### src/design/adq_pkg.sv
// Shared types and constants for the array deque with removal.
// Used by adq_cell, adq_ctrl and array_deque_with_removal; depends on nothing.
`default_nettype none

package adq_pkg;

  localparam int unsigned DEF_CAPACITY = 16;

  typedef enum logic [2:0] {
    OP_PUSH_BACK  = 3'd0,
    OP_PUSH_FRONT = 3'd1,
    OP_POP_BACK   = 3'd2,
    OP_POP_FRONT  = 3'd3,
    OP_READ_AT    = 3'd4,
    OP_REMOVE_AT  = 3'd5,
    OP_REMOVE_ALL = 3'd6
  } op_e;

  typedef enum logic [1:0] {
    ST_OK        = 2'd0,
    ST_EMPTY     = 2'd1,
    ST_FULL      = 2'd2,
    ST_BAD_INDEX = 2'd3
  } status_e;

  typedef enum logic [1:0] {
    CELL_HOLD = 2'd0,
    CELL_SHL  = 2'd1,
    CELL_SHR  = 2'd2
  } cell_mode_e;

  typedef struct packed {
    cell_mode_e mode;
    logic       we;
  } cell_ctrl_t;

  typedef struct packed {
    logic        [2:0]  op;
    logic signed [31:0] value;
    logic        [3:0]  position;
  } in_t;

  typedef struct packed {
    logic signed [31:0] data;
    logic        [1:0]  status;
    logic        [4:0]  count;
    logic        [4:0]  removed;
  } out_t;

endpackage

`default_nettype wire

### src/design/adq_cell.sv
// One storage cell of the element chain: holds a word, shifts to either side
// or takes a broadcast write aimed at its own index. Depends on adq_pkg.
`default_nettype none

module adq_cell #(
  parameter int unsigned IDX_W = 4,
  parameter int unsigned INDEX = 0
) (
  input  wire logic               clk_i,
  input  wire adq_pkg::cell_ctrl_t ctrl_i,
  input  wire logic [IDX_W-1:0]   widx_i,
  input  wire logic [31:0]        wdata_i,
  input  wire logic [31:0]        left_i,
  input  wire logic [31:0]        right_i,
  output logic      [31:0]        data_o
);

  logic [31:0] data_d, data_q;

  always_comb begin
    case (ctrl_i.mode)
      adq_pkg::CELL_SHL: data_d = right_i;
      adq_pkg::CELL_SHR: data_d = left_i;
      default:           data_d = data_q;
    endcase
    // a targeted write wins over the shift
    if (ctrl_i.we && (widx_i == IDX_W'(INDEX))) begin
      data_d = wdata_i;
    end
  end

  always_ff @(posedge clk_i) begin
    data_q <= data_d;
  end

  assign data_o = data_q;

endmodule

`default_nettype wire

### src/design/adq_ctrl.sv
// Sequencer of the array deque: decodes each beat, steers the cell chain and
// runs the compaction pass through the head cell. Depends on adq_pkg.
`default_nettype none

module adq_ctrl #(
  parameter int unsigned CAPACITY = adq_pkg::DEF_CAPACITY,
  localparam int unsigned IDX_W = $clog2(CAPACITY),
  localparam int unsigned CNT_W = $clog2(CAPACITY + 1)
) (
  input  wire logic                clk_i,
  input  wire logic                rst_ni,
  input  wire logic                start_i,
  input  wire adq_pkg::in_t        item_i,
  output logic                     busy_o,
  input  wire logic [31:0]         head_i,
  output adq_pkg::cell_ctrl_t      ctrl_o,
  output logic      [IDX_W-1:0]    widx_o,
  output logic      [31:0]         wdata_o,
  output logic                     result_valid_o,
  output adq_pkg::out_t            result_o
);

  localparam int unsigned CMP_W = (CNT_W > 4) ? CNT_W : 4;
  localparam int unsigned EXT_W = (CNT_W > 5) ? CNT_W : 5;

  typedef enum logic [1:0] {
    S_IDLE = 2'b01,
    S_PASS = 2'b10
  } state_e;

  state_e           state_d, state_q;
  logic [CNT_W-1:0] count_d, count_q;
  logic             res_valid_d, res_valid_q;

  logic [2:0]       kind_d, kind_q;
  logic [IDX_W-1:0] pos_d, pos_q;
  logic [31:0]      value_d, value_q;
  logic [IDX_W-1:0] step_d, step_q;
  logic [IDX_W-1:0] last_d, last_q;
  logic [IDX_W-1:0] wptr_d, wptr_q;
  logic [CNT_W-1:0] rm_d, rm_q;
  logic [31:0]      data_d, data_q;

  logic [31:0]      res_data_d, res_data_q;
  logic [1:0]       res_status_d, res_status_q;
  logic [CNT_W-1:0] res_rm_d, res_rm_q;

  logic             full, empty, bad_pos;
  logic [CMP_W-1:0] pos_x;
  logic [CNT_W-1:0] count_m1;
  logic             at_last, at_pos, drop, capture;
  logic [EXT_W-1:0] count_ext, rm_ext;

  assign full     = (count_q == CNT_W'(CAPACITY));
  assign empty    = (count_q == '0);
  assign pos_x    = CMP_W'(item_i.position);
  assign bad_pos  = (pos_x >= CMP_W'(count_q));
  assign count_m1 = count_q - 1'b1;

  assign at_last = (step_q == last_q);
  assign at_pos  = (step_q == pos_q);

  always_comb begin
    drop    = 1'b0;
    capture = 1'b0;
    case (kind_q)
      adq_pkg::OP_POP_BACK: begin
        drop    = at_last;
        capture = at_last;
      end
      adq_pkg::OP_READ_AT: begin
        capture = at_pos;
      end
      adq_pkg::OP_REMOVE_AT: begin
        drop    = at_pos;
        capture = at_pos;
      end
      adq_pkg::OP_REMOVE_ALL: begin
        drop = (head_i == value_q);
      end
      default: begin
      end
    endcase
  end

  always_comb begin
    state_d      = state_q;
    count_d      = count_q;
    res_valid_d  = 1'b0;
    kind_d       = kind_q;
    pos_d        = pos_q;
    value_d      = value_q;
    step_d       = step_q;
    last_d       = last_q;
    wptr_d       = wptr_q;
    rm_d         = rm_q;
    data_d       = data_q;
    res_data_d   = res_data_q;
    res_status_d = res_status_q;
    res_rm_d     = res_rm_q;
    ctrl_o.mode  = adq_pkg::CELL_HOLD;
    ctrl_o.we    = 1'b0;
    widx_o       = count_q[IDX_W-1:0];
    wdata_o      = item_i.value;

    case (state_q)
      S_IDLE: begin
        if (start_i) begin
          res_data_d   = '0;
          res_status_d = adq_pkg::ST_OK;
          res_rm_d     = '0;
          // pass set-up, used by the ops that walk the chain
          kind_d  = item_i.op;
          pos_d   = pos_x[IDX_W-1:0];
          value_d = item_i.value;
          step_d  = '0;
          last_d  = count_m1[IDX_W-1:0];
          wptr_d  = count_m1[IDX_W-1:0];
          rm_d    = '0;
          data_d  = '0;
          case (item_i.op)
            adq_pkg::OP_PUSH_BACK: begin
              res_valid_d = 1'b1;
              if (full) begin
                res_status_d = adq_pkg::ST_FULL;
              end else begin
                ctrl_o.we = 1'b1;
                count_d   = count_q + 1'b1;
              end
            end
            adq_pkg::OP_PUSH_FRONT: begin
              res_valid_d = 1'b1;
              if (full) begin
                res_status_d = adq_pkg::ST_FULL;
              end else begin
                ctrl_o.mode = adq_pkg::CELL_SHR;
                count_d     = count_q + 1'b1;
              end
            end
            adq_pkg::OP_POP_FRONT: begin
              res_valid_d = 1'b1;
              if (empty) begin
                res_status_d = adq_pkg::ST_EMPTY;
              end else begin
                ctrl_o.mode = adq_pkg::CELL_SHL;
                count_d     = count_m1;
                res_data_d  = head_i;
                res_rm_d    = CNT_W'(1);
              end
            end
            adq_pkg::OP_POP_BACK: begin
              if (empty) begin
                res_valid_d  = 1'b1;
                res_status_d = adq_pkg::ST_EMPTY;
              end else begin
                state_d = S_PASS;
              end
            end
            adq_pkg::OP_READ_AT, adq_pkg::OP_REMOVE_AT: begin
              if (bad_pos) begin
                res_valid_d  = 1'b1;
                res_status_d = adq_pkg::ST_BAD_INDEX;
              end else begin
                state_d = S_PASS;
              end
            end
            adq_pkg::OP_REMOVE_ALL: begin
              if (empty) begin
                res_valid_d = 1'b1;
              end else begin
                state_d = S_PASS;
              end
            end
            default: begin
              res_valid_d = 1'b1;
            end
          endcase
        end
      end
      S_PASS: begin
        // rotate the head out; kept words land so that the chain ends compacted
        ctrl_o.mode = adq_pkg::CELL_SHL;
        ctrl_o.we   = !drop;
        widx_o      = wptr_q;
        wdata_o     = head_i;
        step_d      = step_q + 1'b1;
        wptr_d      = drop ? (wptr_q - 1'b1) : wptr_q;
        rm_d        = rm_q + CNT_W'(drop);
        data_d      = capture ? head_i : data_q;
        if (at_last) begin
          state_d      = S_IDLE;
          count_d      = count_q - rm_d;
          res_valid_d  = 1'b1;
          res_data_d   = data_d;
          res_status_d = adq_pkg::ST_OK;
          res_rm_d     = rm_d;
        end
      end
      default: begin
        state_d = S_IDLE;
      end
    endcase
  end

  always_ff @(posedge clk_i or negedge rst_ni) begin
    if (!rst_ni) begin
      state_q     <= S_IDLE;
      count_q     <= '0;
      res_valid_q <= 1'b0;
    end else begin
      state_q     <= state_d;
      count_q     <= count_d;
      res_valid_q <= res_valid_d;
    end
  end

  always_ff @(posedge clk_i) begin
    kind_q       <= kind_d;
    pos_q        <= pos_d;
    value_q      <= value_d;
    step_q       <= step_d;
    last_q       <= last_d;
    wptr_q       <= wptr_d;
    rm_q         <= rm_d;
    data_q       <= data_d;
    res_data_q   <= res_data_d;
    res_status_q <= res_status_d;
    res_rm_q     <= res_rm_d;
  end

  // the count register already holds the post-operation value while the
  // result beat is shown
  assign count_ext = EXT_W'(count_q);
  assign rm_ext    = EXT_W'(res_rm_q);

  assign busy_o           = (state_q == S_PASS);
  assign result_valid_o   = res_valid_q;
  assign result_o.data    = res_data_q;
  assign result_o.status  = res_status_q;
  assign result_o.count   = count_ext[4:0];
  assign result_o.removed = rm_ext[4:0];

endmodule

`default_nettype wire

### src/design/array_deque_with_removal.sv
// Top level of the array deque: a row of CAPACITY cells holding the words in
// front-to-back order, steered by adq_ctrl. Depends on adq_pkg, adq_cell, adq_ctrl.
`default_nettype none

// A beat is taken at a rising edge with start_i high and busy_o low. Each beat
// yields one result beat on result_o, marked by result_valid_o for a single
// cycle; the receiver cannot stall it, so it must take every result as it
// appears. Push at either end, a pop from the front, failed operations,
// remove_all on an empty list and the unused op code leave busy_o low, so the
// next beat can follow straight away. A pop from the back, read_at, remove_at
// and remove_all walk the whole held list once through the front cell of the
// chain, one word a cycle: busy_o is high for the walk and the result appears
// on the edge that ends the walk.
// No clearing pass after reset: storage cells are only read below the count.
module array_deque_with_removal #(
  parameter int unsigned CAPACITY = adq_pkg::DEF_CAPACITY
) (
  input  wire logic          clk_i,
  input  wire logic          rst_ni,
  input  wire logic          start_i,
  input  wire adq_pkg::in_t  item_i,
  output logic               busy_o,
  output logic               result_valid_o,
  output adq_pkg::out_t      result_o
);

  localparam int unsigned IDX_W = $clog2(CAPACITY);

  adq_pkg::cell_ctrl_t ctrl;
  logic [IDX_W-1:0]    widx;
  logic [31:0]         wdata;
  logic [31:0]         cell_data [CAPACITY];

  adq_ctrl #(
    .CAPACITY(CAPACITY)
  ) u_ctrl (
    .clk_i         (clk_i),
    .rst_ni        (rst_ni),
    .start_i       (start_i),
    .item_i        (item_i),
    .busy_o        (busy_o),
    .head_i        (cell_data[0]),
    .ctrl_o        (ctrl),
    .widx_o        (widx),
    .wdata_o       (wdata),
    .result_valid_o(result_valid_o),
    .result_o      (result_o)
  );

  for (genvar i = 0; i < CAPACITY; i++) begin : g_cell
    logic [31:0] left, right;

    // the front cell takes the pushed word; the back cell closes the ring
    if (i == 0) begin : g_front
      assign left = wdata;
    end else begin : g_mid_l
      assign left = cell_data[i-1];
    end
    if (i == CAPACITY - 1) begin : g_back
      assign right = cell_data[0];
    end else begin : g_mid_r
      assign right = cell_data[i+1];
    end

    adq_cell #(
      .IDX_W(IDX_W),
      .INDEX(i)
    ) u_cell (
      .clk_i  (clk_i),
      .ctrl_i (ctrl),
      .widx_i (widx),
      .wdata_i(wdata),
      .left_i (left),
      .right_i(right),
      .data_o (cell_data[i])
    );
  end

endmodule

`default_nettype wire

### config.mk
export PLATFORM = sky130hd
export DESIGN_NAME = array_deque_with_removal
export DESIGN_NICKNAME = d
export VERILOG_FILES = /design/src/design/adq_pkg.sv /design/src/design/adq_cell.sv /design/src/design/adq_ctrl.sv /design/src/design/array_deque_with_removal.sv
export SDC_FILE = /design/constraint.sdc
export NUM_CORES = 1
export LEC_CHECK = 0
export ABC_AREA = 1
export BUFFER_PORTS_ARGS = -buffer_cell sky130_fd_sc_hd__buf_4
export CAP_MARGIN = 20
export CELL_PAD_IN_SITES_DETAIL_PLACEMENT = 1
export CELL_PAD_IN_SITES_GLOBAL_PLACEMENT = 1
export CORE_MARGIN = 1.5
export CORE_UTILIZATION = 36
export CTS_CLUSTER_DIAMETER = 50
export DETAILED_ROUTE_END_ITERATION = 8
export PLACE_DENSITY = 0.71
export SLEW_MARGIN = 20
export SYNTH_ARGS = -nofsm -noshare
export SYNTH_HDL_FRONTEND = slang
export SYNTH_SLANG_ARGS = --single-unit
### constraint.sdc
create_clock -name clk_i -period 5.5 [get_ports clk_i]
set_clock_uncertainty 0.05 [all_clocks]
set_input_delay 0.825 -clock clk_i [delete_from_list [all_inputs] [get_ports clk_i]]
set_output_delay 0.825 -clock clk_i [all_outputs]
set_load 0.01 [all_outputs]
==> results.toml <==
[sta]
layout_min_cycle_time_ns = 4.19
max_clock_freq_mhz = 239
timing_worst_slew_pin_value_ns = 1.17
rsz0062_at_grt = "false"
finalSetupViolations = 0
hold-worst-slack_ns = 0.284
timing_hold_violations_final = 0
final_max_slew_viol_count = 0
slew-limit-headroom = 0.221
final.setup.tns_ns = 0
timing.final.crit_share = 0.761

[cts]
cts_resized = 0
cts_tree = "done"
ctsHtreeMaxLevel = 3
numClockSinks = 647
hold_fix_buffer_count_after_cts = 1
number_of_buffers_added_by_the_clock_tree_synthesis_step = 98
clockBufferDepth = 3
cts-root-buf = "clkbuf_16"
worstSkewPairLatency_ns = 0.68
cts.reportedPaths.clkPinSlew_ns = 0.06
postCtsSetupBuffers = 0

[placed_design]
post_dp_cell_area_um2 = 38400
port_buffers = 87
placed_cells = 5613
dp_hpwl_um = 87300
place_congestion = 0.847

[synthesis]
synth.net_count = 4512
number_of_flip_flops_and_latches_in_the_synthesized_netlist = 647
synth_area_um2 = 36700
avgSynthCellArea_um2 = 8.25
syn_inst = 4451
synth_sequential_area_ratio = 0.528
synth_warn = 0
synth_cell_types = 40

[die]
initial_core_util = 0.365
placementRows = 116
die_w_um = 322
floorplan.io_pins = 88
die_area_um2 = 104000
fp.coreArea_um2 = 101000
fp.dieH_um = 322

[global_route]
grt_pass1_vias = 33213
grt_use_total = 0.267
grt_first_pass_wirelength_um = 213000
overflow = 0
grt_max_degree = 247
antenna_found_initial = 2

[worst_setup_path]
setup.worst_path.class = "reg -> reg"
rrSetupSlack_ns = 1.31
capture_instance_of_the_worst_register_to_register_path = "g_cell[13].u_cell.data_o[28]$_DFFE_PP_"
worst_setup_path_startpoint = "u_ctrl.state_q[1]$_DFFE_PN0P_"
reg2regPathDepth = 10
critPathMaxFanout = 33
critical_path_data_arrival_time_ns = 4.48
crit_required_ns = 5.79
reg2reg_from = "u_ctrl.state_q[1]$_DFFE_PN0P_"
cp-end-kind = "flop"
worst_setup_path_start_kind = "flop"
endpoint = "g_cell[13].u_cell.data_o[28]$_DFFE_PP_"

[route]
avgViaCountPerCell = 5.77
wl_um = 140000
drt-pass1-iter-count = 5
vias = 33450
antenna_left = 0
route.detailed.wl_per_inst_um = 24.2
initial_drt_markers = 3651
remaining_drc_errors = 0

[layout]
final_design_area_no_fill_um2 = 41800
finish.cell_count_without_fillers = 5797
commonest_non_fill_non_tap_cell_in_the_layout = "nand2_1"
final_layout_size_suffix_gt1_frac = 0.0962
area_growth_syn_to_layout_pct = 13.8
most-common-layout-cells = "nand2_1 (1773), edfxtp_1 (639), nand4_1 (519), o21ai_0 (518), inv_1 (282)"
number_of_antenna_repair_diodes = 0
finish.utilization = 0.416
finalNetCount = 4418

[pwr]
worst_ir_drop_vdd_uv = 939
power_per_cell_area_nw_per_um2 = 552
power_leakage_uw = 0.0177

[run_status]
run_status = "complete, no violations"

[min_path]
hold_path.class = "in -> reg"

[run]
drv.max_cap_violation_count = 0
stage by stage:
stage / total power, µW / worst slack, ns
floorplan: 13100 / 1.42
global placement: 16100 / 1.48
detailed placement: 16300 / 1.48
CTS: 22900 / 1.43
global route: 24000 / 1.19
finish: 23100 / 1.31
synthesized netlist by cell type, drive strengths merged:
| cell type | instances | area [µm²] |
|---|---|---|
| a211oi | 1 | 7.51 |
| a21o | 1 | 7.51 |
| a21oi | 9 | 52.6 |
| a22oi | 2 | 15.0 |
| a31oi | 3 | 18.8 |
| a32o | 1 | 10.0 |
| and2 | 1 | 8.76 |
| buf | 115 | 831 |
| clkbuf | 266 | 998 |
| clkinv | 4 | 15.0 |
| dfrtp | 7 | 175 |
| dfstp | 1 | 26.3 |
| edfxtp | 639 | 19200 |
| fa | 1 | 20.0 |
| ha | 18 | 225 |
| inv | 305 | 1140 |
| nand2 | 1775 | 6670 |
| nand3 | 27 | 275 |
| nand3b | 1 | 7.51 |
| nand4 | 519 | 3250 |
| nor2 | 127 | 477 |
| nor3 | 4 | 20.0 |
| o211ai | 1 | 7.51 |
| o21ai | 553 | 2770 |
| o221ai | 1 | 8.76 |
| o22ai | 34 | 213 |
| or2 | 3 | 18.8 |
| xnor2 | 14 | 123 |
| xor2 | 18 | 158 |
cell type report:
type | count | area [µm²]
clock inverters | 66 | 810
multi-input cells | 3114 | 14600
fillers | 11873 | 58800
well taps | 1357 | 1700
repair buffers | 187 | 1570
inverters | 309 | 1180
flip-flops and latches | 647 | 19400
clock buffers | 117 | 2590
cells by family after synthesis:
kind of cell | after synthesis | share of synthesized area
buf+inv | 690 | 0.0814
flops | 647 | 0.528
xor+xnor | 32 | 0.00763
compound gates | 606 | 0.0846
simple gates | 2457 | 0.292
fa+ha+maj | 19 | 0.00668
where the power goes:
part	internal (µW)	leakage, µW	switching [µW]	total (µW)
Clock	4120	0.00164	2510	6620
Combinational	1740	0.0101	6630	8370
Sequential	7410	0.00598	656	8070
layer usage:
metal  vias to the layer above  part of all wire  GRT usage
met5                         -           0.00016          0
met4                         4             0.022     0.0678
met3                       214             0.082     0.0445
met2                      1355              0.45      0.414
met1                     16833              0.44      0.384
li1                      15044                 -          -
worst min path at each step:
stage,from,to,slack (ns),cells past startpoint
2_1_floorplan,u_ctrl.state_q[0]$_DFFE_PN1P_,u_ctrl.state_q[0]$_DFFE_PN1P_,0.40,2
3_3_place_gp,u_ctrl.state_q[0]$_DFFE_PN1P_,u_ctrl.state_q[0]$_DFFE_PN1P_,0.42,2
3_5_place_dp,u_ctrl.state_q[0]$_DFFE_PN1P_,u_ctrl.state_q[0]$_DFFE_PN1P_,0.43,2
4_1_cts,item_i[8],u_ctrl.value_q[4]$_DFFE_PP_,0.25,1
5_1_grt,item_i[7],u_ctrl.value_q[3]$_DFFE_PP_,0.27,1
6_report,item_i[7],u_ctrl.value_q[3]$_DFFE_PP_,0.28,1
critical path, stage by stage (launching register included):
cell	delay [ns]
dfrtp_1	0.41
ha_2	0.66
buf_4	0.45
nand2_1	0.10
o21ai_1	0.22
nand2_1	0.30
nor2_2	0.17
buf_4	0.44
nand3_4	0.11
nand2_1	0.63
buf_12	0.27
flip-flops by register name, summed over array words and instances (netlist names), 5 cells and up:
register / count
u_ctrl.res_rm_q: 5
u_ctrl.res_data_q: 32
u_ctrl.rm_q: 5
u_ctrl.data_q: 32
u_ctrl.value_q: 32
g_cell.u_cell.data_o: 512
u_ctrl.count_ext: 5
(Power assumes the default switching activity.)
